`src/rtl/fpa_pkg.sv`:
```
// ----------------------------------------------------------------------------
// fpa_pkg: shared types and constants for the Q24.8 fixed-point ALU
// Operation codes, data widths and the words passed between stages.
// ----------------------------------------------------------------------------
package fpa_pkg;

  localparam int unsigned DataWidth       = 32;
  localparam int unsigned OpWidth         = 4;
  localparam int unsigned FracBitsDefault = 8;
  localparam int unsigned DivStepBits     = 2;

  typedef enum logic [OpWidth-1:0] {
    OP_ADD      = 4'd0,
    OP_SUB      = 4'd1,
    OP_MUL      = 4'd2,
    OP_DIV      = 4'd3,
    OP_GT       = 4'd4,
    OP_LT       = 4'd5,
    OP_GE       = 4'd6,
    OP_LE       = 4'd7,
    OP_EQ       = 4'd8,
    OP_NE       = 4'd9,
    OP_MIN      = 4'd10,
    OP_MAX      = 4'd11,
    OP_INC      = 4'd12,
    OP_DEC      = 4'd13,
    OP_FROM_INT = 4'd14,
    OP_TO_INT   = 4'd15
  } op_e;

  typedef logic signed [DataWidth-1:0] data_t;

  typedef struct packed {
    logic  is_div;
    logic  neg;
    logic  dz;
    logic  cond;
    data_t res;
  } side_t;

  typedef struct packed {
    data_t result;
    logic  condition;
    logic  divide_by_zero;
  } rsp_t;

endpackage

```
`src/rtl/fpa_prep.sv`:
```
// ----------------------------------------------------------------------------
// fpa_prep: first pipeline stage
// Resolves the non-dividing operations, forms the product and sets up the
// unsigned numerator and divisor for the divider.
// ----------------------------------------------------------------------------
module fpa_prep #(
  parameter int unsigned FracBits = fpa_pkg::FracBitsDefault,
  parameter int unsigned NumW     = 40
) (
  input  logic                        clk_i,
  input  logic                        rst_ni,
  input  logic                        adv_i,
  input  logic                        valid_i,
  input  fpa_pkg::op_e                operation_i,
  input  fpa_pkg::data_t              operand_a_i,
  input  fpa_pkg::data_t              operand_b_i,
  output logic                        valid_o,
  output fpa_pkg::side_t              side_o,
  output logic                        is_mul_o,
  output logic signed [2*fpa_pkg::DataWidth-1:0] prod_o,
  output logic [NumW-1:0]             num_o,
  output logic [fpa_pkg::DataWidth-1:0] den_o
);
  import fpa_pkg::*;

  logic                          valid_q;
  side_t                         side_d, side_q;
  logic                          is_mul_q;
  logic signed [2*DataWidth-1:0] prod_d, prod_q;
  logic [NumW-1:0]               num_d, num_q;
  logic [DataWidth-1:0]          den_d, den_q;
  logic [DataWidth-1:0]          abs_a;
  logic                          b_zero;

  assign abs_a  = operand_a_i[DataWidth-1] ? DataWidth'(-operand_a_i) : operand_a_i;
  assign den_d  = operand_b_i[DataWidth-1] ? DataWidth'(-operand_b_i) : operand_b_i;
  assign b_zero = (operand_b_i == '0);
  assign num_d  = NumW'(abs_a) << FracBits;
  assign prod_d = operand_a_i * operand_b_i;

  always_comb begin
    side_d        = '0;
    side_d.neg    = operand_a_i[DataWidth-1] ^ operand_b_i[DataWidth-1];
    unique case (operation_i)
      OP_ADD:      side_d.res = operand_a_i + operand_b_i;
      OP_SUB:      side_d.res = operand_a_i - operand_b_i;
      OP_MUL:      side_d.res = '0;
      OP_DIV: begin
        side_d.is_div = !b_zero;
        side_d.dz     = b_zero;
      end
      OP_GT:       side_d.cond = (operand_a_i >  operand_b_i);
      OP_LT:       side_d.cond = (operand_a_i <  operand_b_i);
      OP_GE:       side_d.cond = (operand_a_i >= operand_b_i);
      OP_LE:       side_d.cond = (operand_a_i <= operand_b_i);
      OP_EQ:       side_d.cond = (operand_a_i == operand_b_i);
      OP_NE:       side_d.cond = (operand_a_i != operand_b_i);
      OP_MIN:      side_d.res = (operand_a_i < operand_b_i) ? operand_a_i : operand_b_i;
      OP_MAX:      side_d.res = (operand_a_i > operand_b_i) ? operand_a_i : operand_b_i;
      OP_INC:      side_d.res = operand_a_i + data_t'(1);
      OP_DEC:      side_d.res = operand_a_i - data_t'(1);
      OP_FROM_INT: side_d.res = operand_a_i <<< FracBits;
      OP_TO_INT:   side_d.res = operand_a_i >>> FracBits;
      default:     side_d.res = '0;
    endcase
  end

  always_ff @(posedge clk_i or negedge rst_ni) begin
    if (!rst_ni) begin
      valid_q <= 1'b0;
    end else if (adv_i) begin
      valid_q <= valid_i;
    end
  end

  always_ff @(posedge clk_i) begin
    if (adv_i) begin
      side_q   <= side_d;
      is_mul_q <= (operation_i == OP_MUL);
      prod_q   <= prod_d;
      num_q    <= num_d;
      den_q    <= den_d;
    end
  end

  assign valid_o  = valid_q;
  assign side_o   = side_q;
  assign is_mul_o = is_mul_q;
  assign prod_o   = prod_q;
  assign num_o    = num_q;
  assign den_o    = den_q;

endmodule

```
`config.mk`:
```
export PLATFORM = sky130hd
export DESIGN_NAME = fpa_prep
export DESIGN_NICKNAME = d
export VERILOG_FILES = /design/src/rtl/fpa_pkg.sv /design/src/rtl/fpa_prep.sv
export SDC_FILE = /design/constraint.sdc
export NUM_CORES = 2
export LEC_CHECK = 0
export BUFFER_PORTS_ARGS = -buffer_cell sky130_fd_sc_hd__buf_2
export CORE_ASPECT_RATIO = 1.75
export CORE_MARGIN = 4
export CORE_UTILIZATION = 40
export CTS_BUF_LIST = sky130_fd_sc_hd__clkbuf_8
export DETAILED_ROUTE_END_ITERATION = 7
export MAX_ROUTING_LAYER = met4
export PLACE_DENSITY_LB_ADDON = 0.12
export SYNTH_ARGS = -nofsm -noshare
export SYNTH_HDL_FRONTEND = slang
export SYNTH_SLANG_ARGS = --single-unit
```
`constraint.sdc`:
```
create_clock -name clk_i -period 1 [get_ports clk_i]
set_input_delay 0.2 -clock clk_i [delete_from_list [all_inputs] [get_ports clk_i]]
set_output_delay 0.2 -clock clk_i [all_outputs]
set_load 0.1 [all_outputs]
```
# --- Yosys cells after proc, flatten, opt, wreduce, memory -nomap -nowiden ---
# Cells that the tools add are included.
op_classes:
  bitwise_logic: 1
  n_mux: 6
  n_reduce_logical: 3
  n_eq_ne: 17
  n_lt_le_gt_ge: 4
  multipliers: 1
  n_addsub: 6
ops:
  columns: ["operator", "n"]
  rows:
  - ["$pmux W32 S8", 1]
  - ["$mul A32 B32 Y64", 1]
  - ["$mux W32", 2]
  - ["$neg A32 Y32", 2]
  - ["$mux W31", 2]
  - ["$add A32 B2 Y32 const B", 1]
  - ["$add A32 B32 Y32", 1]
  - ["$eq A32 B32 Y1", 1]
  - ["$eq A4 B4 Y1 const B", 8]
  - ["$ge A32 B32 Y1", 1]
  - ["$gt A32 B32 Y1", 1]
  - ["$le A32 B32 Y1", 1]
  - ["$logic_not A32 Y1", 1]
  - ["$lt A32 B32 Y1", 1]
  - ["$ne A32 B32 Y1", 1]
  - ["$sub A32 B2 Y32 const B", 1]
  - ["$sub A32 B32 Y32", 1]
  - ["$eq A4 B3 Y1 const B", 4]
  - ["$eq A4 B2 Y1 const B", 2]
  - ["$pmux W1 S6", 1]
  - ["$eq A4 B1 Y1 const B", 1]
  - ["$logic_not A4 Y1", 1]
  - ["$logic_not A1 Y1", 1]
  - ["$xor A1 B1 Y1", 1]
word_totals:
  word_cells: 50
  regBits: 166
  output_inout_bits: 174
  inputBits: 72

# --- Logic depth before layout (Yosys ltp) ---
logic_depth:
  word_depth: 3
  ltp_mapped: 30
  mapped_depth_nobuf: 27

# --- Worst setup path after synthesis ---
# Ideal clock, no wire load.
synth_path:
  path_type: "input to register"
  startpoint: "in operand_a_i[31]"
  endpoint: "reg prod_q[61] (netlist: prod_o[61]) (data pin)"
  path_buffers: 2
  stages: 26
  required_time_ps: 738
  setup_ps: 262
  setup_slack_ps: -7548
  t_arrival_ps: 8286
  path_cell_list: "inv_1 -> clkbuf_1 -> clkbuf_1 -> nor2_1 -> fa_1 -> fa_1 -> fa_1 -> fa_1 -> inv_1 -> fa_1 -> inv_1 -> fa_1 -> inv_1 -> fa_1 -> inv_1 -> fa_1 -> ha_1 -> nand2_1 -> or4b_1 -> or4_1 -> a31oi_1 -> o31ai_1 -> o21ba_2 -> nor3_1 -> a211oi_1 -> xnor2_1"
synth_between:
  elab_chain_cells: 1
synth_lines:
  columns: ["element", "line_no", "rtl"]
  rows:
  - ["start, declared", "fpa_prep.sv:15", "input fpa_pkg::data_t operand_a_i,"]
  - ["$mul A32 B32 Y64", "fpa_prep.sv:39", "assign prod_d = operand_a_i * operand_b_i;"]
  - ["net prod_d[61]", "fpa_prep.sv:29", "logic signed [2*DataWidth-1:0] prod_d, prod_q;"]
  - ["end signal, assigned", "fpa_prep.sv:80", "prod_q <= prod_d;"]
  - ["end, declared", "fpa_prep.sv:29", null]
# The timed path passes the listed nets, and every way through them passes these cells.
# A chain may end at the register's enable or synchronous reset.

# --- Worst setup path in the final report ---
layout_path:
  startpoint: "in operand_b_i[21]"
  endpoint: "reg prod_q[60] (netlist: prod_o[60]) (data pin)"
layout_between:
  elab_chain_cells: 1
layout_lines:
  columns: ["element", "line_no", "rtl"]
  rows:
  - ["start, declared", "fpa_prep.sv:16", "input fpa_pkg::data_t operand_b_i,"]
  - ["$mul A32 B32 Y64", "fpa_prep.sv:39", null]
  - ["net prod_d[60]", "fpa_prep.sv:29", null]
# The timed path passes the listed nets, and every way through them passes these cells.

==> impl_results.md <==
* Status: finished with violations
* Failing checks: negative setup slack
* Type of destination of the critical path: flip-flop
* GRT Overall Usage at 0.3076
* Post-synth EDFFs at 165
* Global-route wire length before repair at 277.6 mm
* Launch point of the worst reg-to-reg path: valid_o
* I/O pin count at 246
* Metal3 WL at 7.527 mm
* Die area at 125400 µm²
* Htree depth at 4
* Critical Path RT at 1.43 ns
* Post-route worst setup slack at -6.195 ns
* Total congestion overflow at 0
* Met2 WL at 100.8 mm
* Avg Vias per Cell at 5.231
* Highest metal used: met4
* Place WS at -7.773 ns
* Cell family with most CP delay: adder cells
* Post-route clock period utilization at 7.195
* Max stage delay on crit path at 0.64 ns
* Non-filler cells, final at 7613
* # setup viols final at 322
* Syn avg cell area at 9.457 µm²
* Worst slew pin tran at 0.9258 ns
* Core box area at 118500 µm²
* Via count at 39823
* Placed Instances at 7473
* Post-Synthesis Cells at 5058
* Placed wire-length estimate at 157.8 mm
* Layout area overhead at 36.46%
* Post-Route WL at 186.3 mm
* Vias in the first global route at 44584
* Hold_sp: operand_b_i[16]
* CTS tree: built
* Hold depth at 3
* Layout cells sized above 1 at 0.2978
* Most frequent cell on the critical path: fa_1
* Clk slew on worst S/H paths at 0.12 ns
* Fin area at 65270 µm²
* CTS Root Buffer Type: clkbuf_8
* Routed Antenna Nets at 0
* Final Hold Vio Count at 0
* Row Count at 167
* Hold Path End: den_o[16]
* Yosys reg bits at 166
* RSZ-0062 raised after global routing: true
* Wl on met1 at 61.30 mm
* Synth top area share at 0.4537
* Drt wl/cell at 24.47 µm
* CP Class: in -> reg
* Area post-placement at 60910 µm²
* CTS buffer count at 17
* Distinct cells, synth at 86
* Register-to-register setup slack at 0.21 ns
* Clock latency on the worst-skew pair at 0.64 ns
* Top cells by instance count after synthesis: fa_1, inv_1, nand2_1, and2_1
* Fmax at 139.0 MHz
* Final layout net count at 7505
* Largest cells by area after synthesis: fa_1, edfxtp_1, inv_1, ha_1, and2_1
* CP Buf/Inv Count at 6
* DR iter-0 viols at 2183
* Slew headroom at 0.3763
* Crit path max fanout at 18
* Die Ht at 465.5 µm
* Fin. max-slew vios at 0
* Yosys Warn Count at 0
* Post-synthesis async set-or-reset flop share at 0.006024
* GP Congestion at 0.9927
* Maximum clock path buffer count at 2
* Die X at 269.4 µm
* Worst r2r dst: valid_o
* Primary FF master, synth: edfxtp_1
* Startpoint Class: primary input
* Initial Utilization at 0.4037
* Most frequent cell after synthesis: fa_1
* Initial antenna violation count at 12
* Drt first pass iters at 8
* MaxCap Viol Count at 0
* I/O Buffers at 237
* Hold Crit Class: in -> reg
* Remaining DRCs at 0
* Reg2Reg Depth at 1
* Largest net degree at the start of global routing at 29
* Clock sink total at 166
* Post-synthesis sequential area ratio at 0.1041
* Worst EP arrival at 7.63 ns
* Critical path's slowest cell: fa_1
* Mapped Area at 47830 µm²
* Tmin final at 7.195 ns
* Fin Setup TNS at -539.49 ns
* Area leader, netlist: fa_1
* Final Skew at 0 ns
-- worst min-delay path: stages --
cell,delay [ns]
buf_12,0.11
buf_4,0.19
xnor2_1,0.14
-- final cells by class --
| cell class | count | area [µm²] |
|---|---|---|
| Antenna cell | 11 | 27.53 |
| Clock buffer | 17 | 234.0 |
| Clock inverter | 15 | 210.2 |
| Fill cell | 10626 | 53200 |
| Inverter | 1019 | 3872 |
| Multi-Input combinational cell | 3568 | 40540 |
| Sequential cell | 166 | 4980 |
| Tap cell | 1521 | 1903 |
| Timing Repair Buffer | 1295 | 13490 |
| Timing Repair inverter | 1 | 11.26 |
-- through the flow --
step	hold slack [ns]	utilization
after floorplan	-0.09559	-
after global placement	-0.02455	0.5141
after detailed placement	-0.02379	0.5141
after CTS	0.009095	0.5371
after global routing	0.07878	0.5509
final	0.1018	0.5509
-- layer usage --
| layer | vias up | track usage |
|---|---|---|
| met1 | 20615 | 0.3069 |
| met2 | 1231 | 0.5621 |
| met5 | - | - |
| met3 | 587 | 0.03493 |
| li1 | 17390 | - |
| met4 | 0 | 0.2083 |
-- state kept, by name, indices dropped and copies added, names as in the netlist --
signal    count
side_o       36
is_mul_o      1
den_o        32
valid_o       1
prod_o       64
num_o        32
-- worst max path at each step --
stage	from	endpoint	slack, ns	cells after the start
after floorplan	operand_b_i[2]	prod_o[61]	-6.91	26
after global placement	operand_b_i[8]	prod_o[59]	-7.66	25
after detailed placement	operand_b_i[8]	prod_o[59]	-7.77	25
after CTS	operand_a_i[31]	prod_o[60]	-6.20	28
after global routing	operand_a_i[31]	prod_o[60]	-6.32	30
final	operand_b_i[21]	prod_o[60]	-6.20	26
-- timing repair --
item / in CTS / in global routing
gates resized for setup: 444 / 278
setup buffers: 49 / 51
hold endpoints to repair: 14 / 0
gates cloned: 5 / 6
pin swaps: 154 / 159
endpoints found under the setup margin: 322 / 323
hold buffers: 7 / 0
-- cells by family (layout without fill, tap and decap cells) --
kind of cell             after synthesis  in the layout  synth area share
flip-flops                           166            166            0.1041
multiplexers                          12             12          0.002616
AO/OA/AOI/OAI                        505            505           0.06997
other                                  1             19        0.00007840
adder cells (fa/ha/maj)             1365           1365            0.5272
buffers and inverters               1331           2347            0.1053
AND/OR/NAND/NOR                     1469           1469            0.1525
XOR/XNOR                             209            209           0.03827
-- cell usage in the layout, fill, tap and decap left out, types with 26 or more instances in the layout --
cell and count:
o21ai_1 26, a21oi_1 101, inv_2 33, a21o_1 54
nand2_2 35, fa_2 74, ha_1 222, buf_12 235
fa_1 1010, nor2_1 134, buf_6 112, o21ai_0 44
and2_1 444, inv_1 977, nand2_1 554, ha_4 54
xor2_1 47, buf_4 884, nand3_1 36, xnor2_1 133
nand4_1 28, buf_8 26, a21oi_2 34, edfxtp_1 165
nand2b_1 26
Power is left out: the tool's default activity adds up to more than one toggle a clock period on the data nets, which glitch-free logic cannot reach.
