`src/rtl/fpa_pkg.sv`:
```
// ----------------------------------------------------------------------------
// fpa_pkg: shared types and constants for the Q24.8 fixed-point ALU
// Operation codes, data widths and the words passed between stages.
// ----------------------------------------------------------------------------
package fpa_pkg;

  localparam int unsigned DataWidth       = 32;
  localparam int unsigned OpWidth         = 4;
  localparam int unsigned FracBitsDefault = 8;
  localparam int unsigned DivStepBits     = 2;

  typedef enum logic [OpWidth-1:0] {
    OP_ADD      = 4'd0,
    OP_SUB      = 4'd1,
    OP_MUL      = 4'd2,
    OP_DIV      = 4'd3,
    OP_GT       = 4'd4,
    OP_LT       = 4'd5,
    OP_GE       = 4'd6,
    OP_LE       = 4'd7,
    OP_EQ       = 4'd8,
    OP_NE       = 4'd9,
    OP_MIN      = 4'd10,
    OP_MAX      = 4'd11,
    OP_INC      = 4'd12,
    OP_DEC      = 4'd13,
    OP_FROM_INT = 4'd14,
    OP_TO_INT   = 4'd15
  } op_e;

  typedef logic signed [DataWidth-1:0] data_t;

  typedef struct packed {
    logic  is_div;
    logic  neg;
    logic  dz;
    logic  cond;
    data_t res;
  } side_t;

  typedef struct packed {
    data_t result;
    logic  condition;
    logic  divide_by_zero;
  } rsp_t;

endpackage

```
`src/rtl/fpa_div_stage.sv`:
```
// ----------------------------------------------------------------------------
// fpa_div_stage: one stage of the restoring divider
// Retires DivStepBits quotient bits per stage; side data rides along.
// ----------------------------------------------------------------------------
module fpa_div_stage #(
  parameter int unsigned NumW = 40
) (
  input  logic                          clk_i,
  input  logic                          rst_ni,
  input  logic                          adv_i,
  input  logic                          valid_i,
  input  fpa_pkg::side_t                side_i,
  input  logic [NumW-1:0]               nq_i,
  input  logic [fpa_pkg::DataWidth-1:0] rem_i,
  input  logic [fpa_pkg::DataWidth-1:0] den_i,
  output logic                          valid_o,
  output fpa_pkg::side_t                side_o,
  output logic [NumW-1:0]               nq_o,
  output logic [fpa_pkg::DataWidth-1:0] rem_o,
  output logic [fpa_pkg::DataWidth-1:0] den_o
);
  import fpa_pkg::*;

  logic                 valid_q;
  side_t                side_q;
  logic [NumW-1:0]      nq_d, nq_q;
  logic [DataWidth-1:0] rem_d, rem_q;
  logic [DataWidth-1:0] den_q;

  always_comb begin
    logic [DataWidth:0] rem_v;
    logic [NumW-1:0]    nq_v;
    rem_v = {1'b0, rem_i};
    nq_v  = nq_i;
    for (int k = 0; k < DivStepBits; k++) begin
      rem_v = {rem_v[DataWidth-1:0], nq_v[NumW-1]};
      nq_v  = {nq_v[NumW-2:0], 1'b0};
      if (rem_v >= {1'b0, den_i}) begin
        rem_v   = rem_v - {1'b0, den_i};
        nq_v[0] = 1'b1;
      end
    end
    rem_d = rem_v[DataWidth-1:0];
    nq_d  = nq_v;
  end

  always_ff @(posedge clk_i or negedge rst_ni) begin
    if (!rst_ni) begin
      valid_q <= 1'b0;
    end else if (adv_i) begin
      valid_q <= valid_i;
    end
  end

  always_ff @(posedge clk_i) begin
    if (adv_i) begin
      side_q <= side_i;
      nq_q   <= nq_d;
      rem_q  <= rem_d;
      den_q  <= den_i;
    end
  end

  assign valid_o = valid_q;
  assign side_o  = side_q;
  assign nq_o    = nq_q;
  assign rem_o   = rem_q;
  assign den_o   = den_q;

endmodule

```
`config.mk`:
```
export PLATFORM = sky130hd
export DESIGN_NAME = fpa_div_stage
export DESIGN_NICKNAME = d
export VERILOG_FILES = /design/src/rtl/fpa_pkg.sv /design/src/rtl/fpa_div_stage.sv
export SDC_FILE = /design/constraint.sdc
export NUM_CORES = 1
export LEC_CHECK = 0
export BUFFER_PORTS_ARGS = -buffer_cell sky130_fd_sc_hd__buf_2
export CORE_UTILIZATION = 56
export CTS_CLUSTER_SIZE = 12
export DETAILED_ROUTE_END_ITERATION = 10
export PLACE_DENSITY = 0.87
export SYNTH_ARGS = -nofsm -noshare
export SYNTH_HDL_FRONTEND = slang
export SYNTH_SLANG_ARGS = --single-unit
export TNS_END_PERCENT = 20
```
`constraint.sdc`:
```
create_clock -name clk_i -period 1.64 [get_ports clk_i]
set_input_delay 0.164 -clock clk_i [delete_from_list [all_inputs] [get_ports clk_i]]
set_output_delay 0.164 -clock clk_i [all_outputs]
set_load 0.01 [all_outputs]
```
==> flow_summary.rst, run 1 <==
.. list-table::
   :header-rows: 1

   * - Metric
     - Value
   * - Status
     - aborted with a tool error
   * - Last stage the flow got to
     - clock tree synthesis (4_1_cts)
   * - Error Message
     - [ERROR DPL-0033] detailed placement checks failed during check placement.
   * - Largest area contributor in the synthesized netlist
     - sky130_fd_sc_hd__edfxtp_1
   * - Count of distinct cell types in the synthesized netlist
     - 73
   * - Dominant synthesized flop cell
     - sky130_fd_sc_hd__edfxtp_1
   * - Simple-gate share of the synthesized area
     - 0.0977
   * - Fraction of the mapped netlist area in compound gates
     - 0.168
   * - Number of warning messages in the yosys log
     - 0
   * - Adder-Cell Fraction of Synth Area
     - 0.0959
   * - Synthesized area per cell
     - between 10 and 15 sq um
   * - Post-Synth XOR/XNOR Area
     - 0.0409
   * - Sequential area share after synthesis
     - 0.482
   * - Clk sink count
     - 141
   * - Initial Utilization
     - 0.575
   * - Synthesized area
     - 0.00877 sq mm
   * - Final RePlAce weighted congestion
     - 0.962
   * - Placement row count
     - 45
   * - Cell Area, Placed
     - 0.0125 sq mm
   * - Commonest cells in the synthesized netlist
     - sky130_fd_sc_hd__edfxtp_1 (140), sky130_fd_sc_hd__ha_1 (64), sky130_fd_sc_hd__inv_1 (58), sky130_fd_sc_hd__a21oi_1 (56), sky130_fd_sc_hd__a21o_1 (38)
   * - Post-synthesis mux area share
     - 0.0795
   * - Share of async-settable or async-resettable flops after synthesis
     - 0.00709
   * - CTS root buffer
     - sky130_fd_sc_hd__clkbuf_16
   * - Post-Synthesis Cells
     - between 700 and 800
   * - Main combinational cell family by area after synthesis
     - compound AO/OA/AOI/OAI gates
   * - Number of enable flip-flop cells after synthesis
     - 140
   * - Die boundary width
     - about 130 um
   * - I/O pin total
     - 285
   * - Number of levels in the clock H-tree
     - 4
   * - Die Span Y
     - approximately 130 um
   * - Main area contributors after synthesis
     - sky130_fd_sc_hd__edfxtp_1 (48%), sky130_fd_sc_hd__ha_1 (9.1%), sky130_fd_sc_hd__mux2_4 (4.1%), sky130_fd_sc_hd__xnor2_1 (3.3%), sky130_fd_sc_hd__a21o_1 (3.3%)
   * - Post-CTS Resized
     - ~130
   * - Most common cell in the synthesized netlist
     - sky130_fd_sc_hd__edfxtp_1
   * - Number of nets in the synthesized netlist
     - ~960
   * - Number of I/O port buffers
     - around 280
   * - Register bit count reported by yosys
     - approximately 140
   * - Number of clock buffers inserted by TritonCTS
     - 17
   * - Hold-fix buffers, CTS
     - ~110
   * - Placed wire-length estimate after detailed placement
     - around 23 mm
   * - Buffer depth of the longest clock path
     - 2
   * - Yosys top cell area share
     - 0.479
   * - Number of setup buffers added after CTS
     - 38
==> kinds of logic after synthesis <==
| kind of cell | after synthesis |
|---|---|
| compound gates | 212 |
| simple gates | 160 |
| flops | 141 |
| buf+inv | 72 |
| fa+ha+maj | 66 |
| mux | 55 |
| xor+xnor | 41 |
==> stage by stage <==
stage	setup slack (ns)	std cells	TNS [ns]	util
floorplan	-3.72	747	-121.72	-
global placement	-4.02	1494	-130.93	0.822
detailed placement	-4.13	1494	-134.41	0.822
==> run 2, diff against run 1 <==
Settings changed: CORE_UTILIZATION 56 to 40, CTS_CLUSTER_SIZE 12 to unset, PLACE_DENSITY 0.87 to unset, PLACE_DENSITY_LB_ADDON set to 0.15.
==> run 2 against run 1 <==
Net effect:
- the flow now finishes, with violations (negative setup slack)
- synthesized cell count unchanged
- synthesized area unchanged
==> flow_summary.rst, run 2 <==
.. list-table::
   :header-rows: 1

   * - Metric
     - Value
   * - Number of I/O port buffers
     - 284 (unchanged)
   * - Power density over the cells
     - between 1000 and 1500 mW/mm^2
   * - Pre-CTS setup slack
     - -4.16 ns (was -4.13 ns)
   * - Final RePlAce weighted congestion
     - 0.876 (was 0.962)
   * - Worst path arrival time
     - ~5.3 ns
   * - Non-filler instance count after layout
     - 1757
   * - Register bit count reported by yosys
     - 141 (unchanged)
   * - Most common cell in the synthesized netlist
     - sky130_fd_sc_hd__edfxtp_1 (unchanged)
   * - RSZ-0062 raised after global routing
     - yes
   * - Fin. Hold Viols
     - 0
   * - Failing checks
     - negative setup slack
   * - Cell with the largest stage delay on the worst path
     - sky130_fd_sc_hd__or4_4
   * - Number of enable flip-flop cells after synthesis
     - 140 (unchanged)
   * - CP Max Fanout
     - 6
   * - Hold Slack
     - about 0.034 ns
   * - Number of warning messages in the yosys log
     - 0 (unchanged)
   * - Filler cell count in the final layout
     - around 1500
   * - Leakage
     - approximately 7 nW
   * - Wire length of the first global-routing pass
     - about 47 mm
   * - Slew of the pin with the lowest slew margin
     - around 0.66 ns
   * - Die area
     - between 0.02 and 0.025 sq mm
   * - Routed wirelength normalized by instance count
     - ~18 um
   * - Synthesized area per cell
     - 11.7 sq um (unchanged)
   * - Die Span Y
     - 150 um (was 127 um)
   * - Cell depth of the worst setup path
     - 28
   * - I/O pin total
     - 285 (unchanged)
   * - Max-cap check violation count
     - 0
   * - Die boundary width
     - 150 um (was 127 um)
   * - Endpoint type of the worst setup path
     - flop
   * - CP top delay family
     - compound AO/OA/AOI/OAI gates
   * - Clock-pin slew reported for the worst setup and hold paths after clock tree synthesis
     - 0.08 ns
   * - Commonest cells in the synthesized netlist
     - sky130_fd_sc_hd__edfxtp_1 (140), sky130_fd_sc_hd__ha_1 (64), sky130_fd_sc_hd__inv_1 (58), sky130_fd_sc_hd__a21oi_1 (56), sky130_fd_sc_hd__a21o_1 (38) (unchanged)
   * - Clk sink count
     - 141 (unchanged)
   * - Yosys top cell area share
     - 0.479 (unchanged)
   * - Number of antenna violations at the first check in global routing
     - 2
   * - Number of levels in the clock H-tree
     - 4 (unchanged)
   * - Number of nets in the synthesized netlist
     - 957 (unchanged)
   * - Buffer depth of the longest clock path
     - 2 (unchanged)
   * - Post-DR vias/cell
     - roughly 5.1
   * - FMAX
     - around 200 MHz
   * - Main area contributors after synthesis
     - sky130_fd_sc_hd__edfxtp_1 (48%), sky130_fd_sc_hd__ha_1 (9.1%), sky130_fd_sc_hd__mux2_4 (4.1%), sky130_fd_sc_hd__xnor2_1 (3.3%), sky130_fd_sc_hd__a21o_1 (3.3%) (unchanged)
   * - CTS root buffer
     - sky130_fd_sc_hd__clkbuf_16 (unchanged)
   * - Number of clock buffers inserted by TritonCTS
     - 17 (unchanged)
   * - Most used cells in the layout excluding fill and tap cells
     - sky130_fd_sc_hd__buf_4 (297), sky130_fd_sc_hd__buf_2 (277), sky130_fd_sc_hd__edfxtp_1 (140), sky130_fd_sc_hd__dlygate4sd3_1 (107), sky130_fd_sc_hd__a21oi_1 (47)
   * - Dominant synthesized flop cell
     - sky130_fd_sc_hd__edfxtp_1 (unchanged)
   * - Area occupied by multi-input gates
     - just under 0.005 sq mm
   * - Finish-stage setup viols
     - 34
   * - Pin count of the biggest net entering global routing
     - 39
   * - Relative area change from synthesis to final layout
     - 76.7%
   * - Share of async-settable or async-resettable flops after synthesis
     - 0.00709 (unchanged)
   * - Synthesized area
     - 0.00877 sq mm (unchanged)
   * - Switching power
     - roughly 5.3 mW
   * - All-Layer GR Usage
     - 0.275
   * - Start-to-end type of the worst setup path
     - in -> reg
   * - Most frequent standard cell in the layout excluding fill and tap cells
     - sky130_fd_sc_hd__buf_4
   * - Global route overflow
     - 0
   * - Post-layout nets
     - 1677
   * - Placed cell count
     - 1566 (was 1494)
   * - Sequential area share after synthesis
     - 0.482 (unchanged)
   * - Switching part of the total power
     - 0.328
   * - Core ar.
     - 0.0213 sq mm
   * - Setup clock skew after layout
     - 0 ns
   * - Routed WL
     - 31.4 mm
   * - Total area of sequential cells
     - around 0.0042 sq mm
   * - Placement row count
     - 53 (was 45)
   * - Fraction of power consumed by sequential logic
     - 0.294
   * - Final Instance Area
     - around 0.015 sq mm
   * - Final setup slack of the worst path
     - -3.47 ns
   * - Count of buffering cells on the critical path with inverters included
     - 10
   * - Number of cells on the worst hold path
     - 2
   * - Share of power burned in combinational logic
     - 0.455
   * - Vias in the first global route
     - around 9100
   * - Antenna violation net count after detailed routing
     - 0
   * - Clk network pwr share
     - 0.251
   * - Final clock period utilization by the worst path
     - 3.12
   * - Max reg flops
     - 40
   * - Cell Area, Placed
     - 0.0127 sq mm (was 0.0125 sq mm)
   * - Share of final-layout standard cells stronger than drive strength 1
     - 0.530
   * - Post-layout minimum cycle time
     - roughly 5.1 ns
   * - Tightest slew margin relative to the limit
     - 0.555
   * - Post-Synthesis Cells
     - 747 (unchanged)
   * - Initial detailed-routing violation count
     - just under 400
   * - Clk Latency, worst-skew pair
     - roughly 0.43 ns
   * - CP startpoint kind
     - input port
   * - CP Data Required Time
     - about 1.8 ns
   * - Placed wire-length estimate after detailed placement
     - 22.1 mm (was 22.7 mm)
   * - IR Drop Worst-Case VDD
     - ~0.76 mV
   * - Detailed-route DRC error count
     - 0
   * - Max-slew violation total from the final report
     - 0
   * - Count of distinct cell types in the synthesized netlist
     - 73 (unchanged)
   * - Routed via count
     - ~8900
   * - TritonCTS clock tree
     - yes
   * - Status
     - complete, but fails checks (was aborted with a tool error)
   * - Initial Utilization
     - 0.412 (was 0.575)
   * - Path type of the worst min-delay path
     - in -> reg
   * - Number of detailed-route iterations in the first pass
     - 5
   * - Longest individual stage delay on the worst path
     - about 0.57 ns
   * - Largest area contributor in the synthesized netlist
     - sky130_fd_sc_hd__edfxtp_1 (unchanged)
   * - Worst reg2reg path depth
     - 1
   * - Internal power
     - about 11 mW
[run 2: cell counts after synthesis]
No cell type changed its count.
[run 2: path summary, 6_finish.rpt]
check                      startpoint         to  slack (ns)
min in group asynchronous      rst_ni    valid_o        0.05
max in group asynchronous      rst_ni    valid_o        1.50
hold / removal               den_i[0]   den_o[0]        0.03
hold reg to reg               valid_o    valid_o        0.55
setup / recovery            den_i[12]  rem_o[12]       -3.47
setup reg to reg              valid_o    valid_o        0.87
[run 2: power by group through the flow]
stage               logic, mW  registers, mW  clock network, mW
global route             7.88           4.79               4.22
floorplan                3.14           5.09                  0
CTS                      6.91           4.73               4.11
detailed placement       6.12           4.81                  0
global placement         6.01           4.80                  0
finish                   7.34           4.74               4.04
[run 2: per-stage QoR]
step	utilization	power [mW]	setup TNS (ns)
final	0.728	16.1	-113.00
after global routing	0.728	16.9	-117.74
after CTS	0.710	15.8	-110.49
after detailed placement	0.596	10.9	-136.00
after global placement	0.596	10.8	-133.40
after floorplan	-	8.23	-121.72
[run 2: layout make-up]
| class | instances | area share |
|---|---|---|
| Timing Repair Buffer | 713 | 0.333 |
| Multi-Input combinational cell | 534 | 0.317 |
| Sequential cell | 141 | 0.273 |
| Clock buffer | 17 | 0.0274 |
| Tap cell | 275 | 0.0222 |
| Inverter | 59 | 0.0153 |
| Clock inverter | 15 | 0.0111 |
| Timing Repair inverter | 1 | 0.000727 |
| Antenna cell | 2 | 0.000323 |
[run 2: cell families (layout without fill, tap and decap cells)]
logic type / count (synthesis) / count (layout) / share of synthesized area
mux: 55 / 55 / 0.0795
fa+ha+maj: 66 / 66 / 0.0959
buf+inv: 72 / 805 / 0.0354
compound gates: 212 / 212 / 0.168
simple gates: 160 / 160 / 0.0977
xor+xnor: 41 / 41 / 0.0409
flops: 141 / 141 / 0.482
other cells: 0 / 2 / 0
[run 2: routing by layer]
metal  wire length [um]  global-route usage
met5                  0                   0
met1              13000               0.326
met2              15800               0.493
met3               1720              0.0473
met4                868               0.110
[run 2: what timing repair did]
item | CTS | global route
hold endpoints to repair | 107 | 0
endpoints found under the setup margin | 34 | 34
pin swaps | 23 | 36
gates resized for setup | 99 | 44
setup buffers | 29 | 20
hold buffers | 107 | 0
cloned | 2 | 1
Power figures use the tool's default switching activity.
==> run 3, diff against run 2 <==
Settings changed: RECOVER_POWER set to 100.
==> run 3 against run 2 <==
Net effect:
- fmax hardly changed
- die area stayed put
- wire length stayed put
- the run still ends with negative setup slack left
- core utilization is 0.21 points lower
- largest cell class unchanged
- cell count stayed put
- combinational power hardly changed
- count of clock-buffer cells in the layout stayed put
- largest power group unchanged
- clock skew stayed put
==> flow_summary.rst, run 3 (synthesis results as in run 2) <==
.. list-table::
   :header-rows: 1

   * - Metric
     - Value
   * - Pre-CTS setup slack
     - -4.16 ns (unchanged)
   * - Crit path from
     - den_i[12] (unchanged)
   * - Internal power
     - 10.8 mW (about the same)
   * - Slack of the worst reg-to-reg path
     - 0.87 ns (about the same)
   * - Die Span Y
     - 150 um (unchanged)
   * - Max-slew violation total from the final report
     - 0 (unchanged)
   * - R2R Path End
     - valid_o (unchanged)
   * - Clock-pin slew reported for the worst setup and hold paths after clock tree synthesis
     - 0.08 ns (about the same)
   * - Start-to-end type of the worst setup path
     - in -> reg (unchanged)
   * - Die boundary width
     - 150 um (unchanged)
   * - Most used cells in the layout excluding fill and tap cells
     - sky130_fd_sc_hd__buf_4 (293), sky130_fd_sc_hd__buf_2 (271), sky130_fd_sc_hd__edfxtp_1 (140), sky130_fd_sc_hd__dlygate4sd3_1 (107), sky130_fd_sc_hd__a21oi_1 (47) (was sky130_fd_sc_hd__buf_4 (297), sky130_fd_sc_hd__buf_2 (277), sky130_fd_sc_hd__edfxtp_1 (140), sky130_fd_sc_hd__dlygate4sd3_1 (107), sky130_fd_sc_hd__a21oi_1 (47))
   * - Failing checks
     - negative setup slack (unchanged)
   * - Post-layout minimum cycle time
     - 5.11 ns (about the same)
   * - CP Data Required Time
     - 1.83 ns (about the same)
   * - Buffer depth of the longest clock path
     - 2 (unchanged)
   * - Clk Latency, worst-skew pair
     - 0.43 ns (about the same)
   * - TritonCTS clock tree
     - yes (unchanged)
   * - Switching power
     - 5.28 mW (about the same)
   * - Initial detailed-routing violation count
     - 393 (was 397)
   * - Routed wirelength normalized by instance count
     - 17.8 um (unchanged)
   * - Die area
     - 0.0225 sq mm (unchanged)
   * - Path type of the worst min-delay path
     - in -> async (was in -> reg)
   * - Leakage
     - 7.09 nW (was 7.13 nW)
   * - Initial Utilization
     - 0.412 (unchanged)
   * - Antenna violation net count after detailed routing
     - 0 (unchanged)
   * - Final clock period utilization by the worst path
     - 3.12 (about the same)
   * - Share of final-layout standard cells stronger than drive strength 1
     - 0.523 (was 0.530)
   * - Switching part of the total power
     - 0.328 (about the same)
   * - Finish-stage setup viols
     - 34 (unchanged)
   * - Routed via count
     - 8929 (was 8897)
   * - Slew of the pin with the lowest slew margin
     - 0.920 ns (was 0.660 ns)
   * - Placement row count
     - 53 (unchanged)
   * - I/O pin total
     - 285 (unchanged)
   * - Status
     - complete, but fails checks (unchanged)
   * - Clk sink count
     - 141 (unchanged)
   * - Cell Area, Placed
     - 0.0127 sq mm (unchanged)
   * - Final RePlAce weighted congestion
     - 0.876 (unchanged)
   * - Number of I/O port buffers
     - 284 (unchanged)
   * - Pin count of the biggest net entering global routing
     - 39 (unchanged)
   * - Tightest slew margin relative to the limit
     - 0.387 (was 0.555)
   * - Endpoint type of the worst setup path
     - flop (unchanged)
   * - Number of clock buffers inserted by TritonCTS
     - 17 (unchanged)
   * - Number of antenna violations at the first check in global routing
     - 2 (unchanged)
   * - Number of levels in the clock H-tree
     - 4 (unchanged)
   * - Max-cap check violation count
     - 0 (unchanged)
   * - RSZ-0062 raised after global routing
     - yes (unchanged)
   * - Global route overflow
     - 0 (unchanged)
   * - Wire length of the first global-routing pass
     - 46.9 mm (unchanged)
   * - Max reg flops
     - 40 (unchanged)
   * - Clk network pwr share
     - 0.251 (about the same)
   * - Post-layout nets
     - 1677 (unchanged)
   * - Fin. Hold Viols
     - 0 (unchanged)
   * - Worst reg2reg path depth
     - 1 (unchanged)
   * - Number of detailed-route iterations in the first pass
     - 8 (was 5)
   * - Fraction of power consumed by sequential logic
     - 0.294 (about the same)
   * - Relative area change from synthesis to final layout
     - 76.2% (was 76.7%)
   * - CP Max Fanout
     - 6 (unchanged)
   * - Core ar.
     - 0.0213 sq mm (unchanged)
   * - R2r startpoint
     - valid_o (unchanged)
   * - Finished Core Util
     - 0.726 (was 0.728)
   * - Share of power burned in combinational logic
     - 0.455 (about the same)
   * - Placed wire-length estimate after detailed placement
     - 22.1 mm (unchanged)
   * - Final Instance Area
     - 0.0155 sq mm (about the same)
   * - Post-DR vias/cell
     - 5.08 (was 5.06)
   * - Routed WL
     - 31.4 mm (unchanged)
   * - CTS root buffer
     - sky130_fd_sc_hd__clkbuf_16 (unchanged)
   * - CP startpoint kind
     - input port (unchanged)
   * - Most frequent standard cell in the layout excluding fill and tap cells
     - sky130_fd_sc_hd__buf_4 (unchanged)
   * - All-Layer GR Usage
     - 0.275 (unchanged)
   * - FMAX
     - 196 MHz (about the same)
   * - Worst path arrival time
     - 5.30 ns (about the same)
   * - Detailed-route DRC error count
     - 0 (unchanged)
   * - Final setup slack of the worst path
     - -3.47 ns (about the same)
   * - Vias in the first global route
     - 9125 (unchanged)
   * - Setup clock skew after layout
     - 0 ns (unchanged)
   * - Post-layout total power
     - 16.1 mW (about the same)
   * - Power density over the cells
     - 1040 mW/mm^2 (about the same)
   * - IR Drop Worst-Case VDD
     - 0.757 mV (was 0.758 mV)
[run 3: changes by cell type in the layout (fill, tap and decap cells not counted), sizes merged]
cell,change
clkbuf,+12
buf,-12
[run 3: routing by layer]
layer  wire length [um]  part of all wire  track usage
met1              13000              0.41        0.326
met2              15700              0.50        0.493
met3               1770             0.056       0.0473
met4                857             0.027        0.110
met5                  0                 0            0
[run 3: through the flow]
step | instances | hold slack [ns] | setup TNS, ns
2_1_floorplan | 747 | -0.132 | -121.72
3_3_place_gp | 1566 | -0.0608 | -133.40
3_5_place_dp | 1566 | -0.0597 | -136.00
4_1_cts | 1736 | 0.0202 | -110.49
5_1_grt | 1757 | 0.0532 | -117.74
6_report | 1757 | 0.0477 | -112.98
[run 3: power by group through the flow]
stage                     registers (mW)  clock network, mW  logic [mW]
after global placement              4.80                  0        6.01
final                               4.74               4.04        7.33
after global routing                4.79               4.22        7.87
after detailed placement            4.81                  0        6.12
after floorplan                     5.09                  0        3.14
after CTS                           4.73               4.11        6.91
[run 3: what timing repair did]
action / in CTS / in global routing
resized for setup: 99 / 44
hold buffers: 107 / 0
gates cloned: 2 / 1
setup endpoints to repair: 34 / 34
hold endpoints to repair: 107 / 0
buffers inserted: 29 / 20
pin swaps: 23 / 36
[run 3: worst max path at each step]
| stage | end | cells past startpoint |
|---|---|---|
| 2_1_floorplan | rem_o[10] | 23 |
| 3_3_place_gp | rem_o[2] | 23 |
| 3_5_place_dp | rem_o[1] | 24 |
| 4_1_cts | rem_o[9] | 24 |
| 5_1_grt | rem_o[15] | 28 |
| 6_report | rem_o[12] | 28 |
[run 3: layout make-up]
class | instances | area (sq um)
antenna | 2 | 5.00
inverter | 59 | 236
fill | 1547 | 5830
timing repair inverter | 1 | 11.3
sequential | 141 | 4230
timing repair buffer | 713 | 5120
clock inverter | 15 | 173
clock buffer | 17 | 425
multi-input combinational | 534 | 4910
tap | 275 | 344
[run 3: worst max-delay path, cell delays in order]
cell and delay [ns]:
sky130_fd_sc_hd__buf_8 0.08, sky130_fd_sc_hd__inv_4 0.03, sky130_fd_sc_hd__ha_4 0.29, sky130_fd_sc_hd__and4_4 0.28
sky130_fd_sc_hd__nand3_4 0.08, sky130_fd_sc_hd__a211oi_4 0.26, sky130_fd_sc_hd__o211ai_2 0.15, sky130_fd_sc_hd__a2111oi_4 0.41
sky130_fd_sc_hd__o211a_4 0.26, sky130_fd_sc_hd__nor2_8 0.07, sky130_fd_sc_hd__inv_12 0.09, sky130_fd_sc_hd__buf_12 0.11
sky130_fd_sc_hd__buf_6 0.09, sky130_fd_sc_hd__mux2i_2 0.24, sky130_fd_sc_hd__inv_1 0.10, sky130_fd_sc_hd__ha_4 0.26
sky130_fd_sc_hd__buf_4 0.13, sky130_fd_sc_hd__a21o_1 0.16, sky130_fd_sc_hd__a21oi_2 0.17, sky130_fd_sc_hd__o22ai_1 0.15
sky130_fd_sc_hd__or4_4 0.57, sky130_fd_sc_hd__nand2_4 0.09, sky130_fd_sc_hd__a31oi_4 0.10, sky130_fd_sc_hd__a2111oi_4 0.25
sky130_fd_sc_hd__buf_6 0.17, sky130_fd_sc_hd__buf_12 0.13, sky130_fd_sc_hd__buf_8 0.12, sky130_fd_sc_hd__mux2_4 0.30
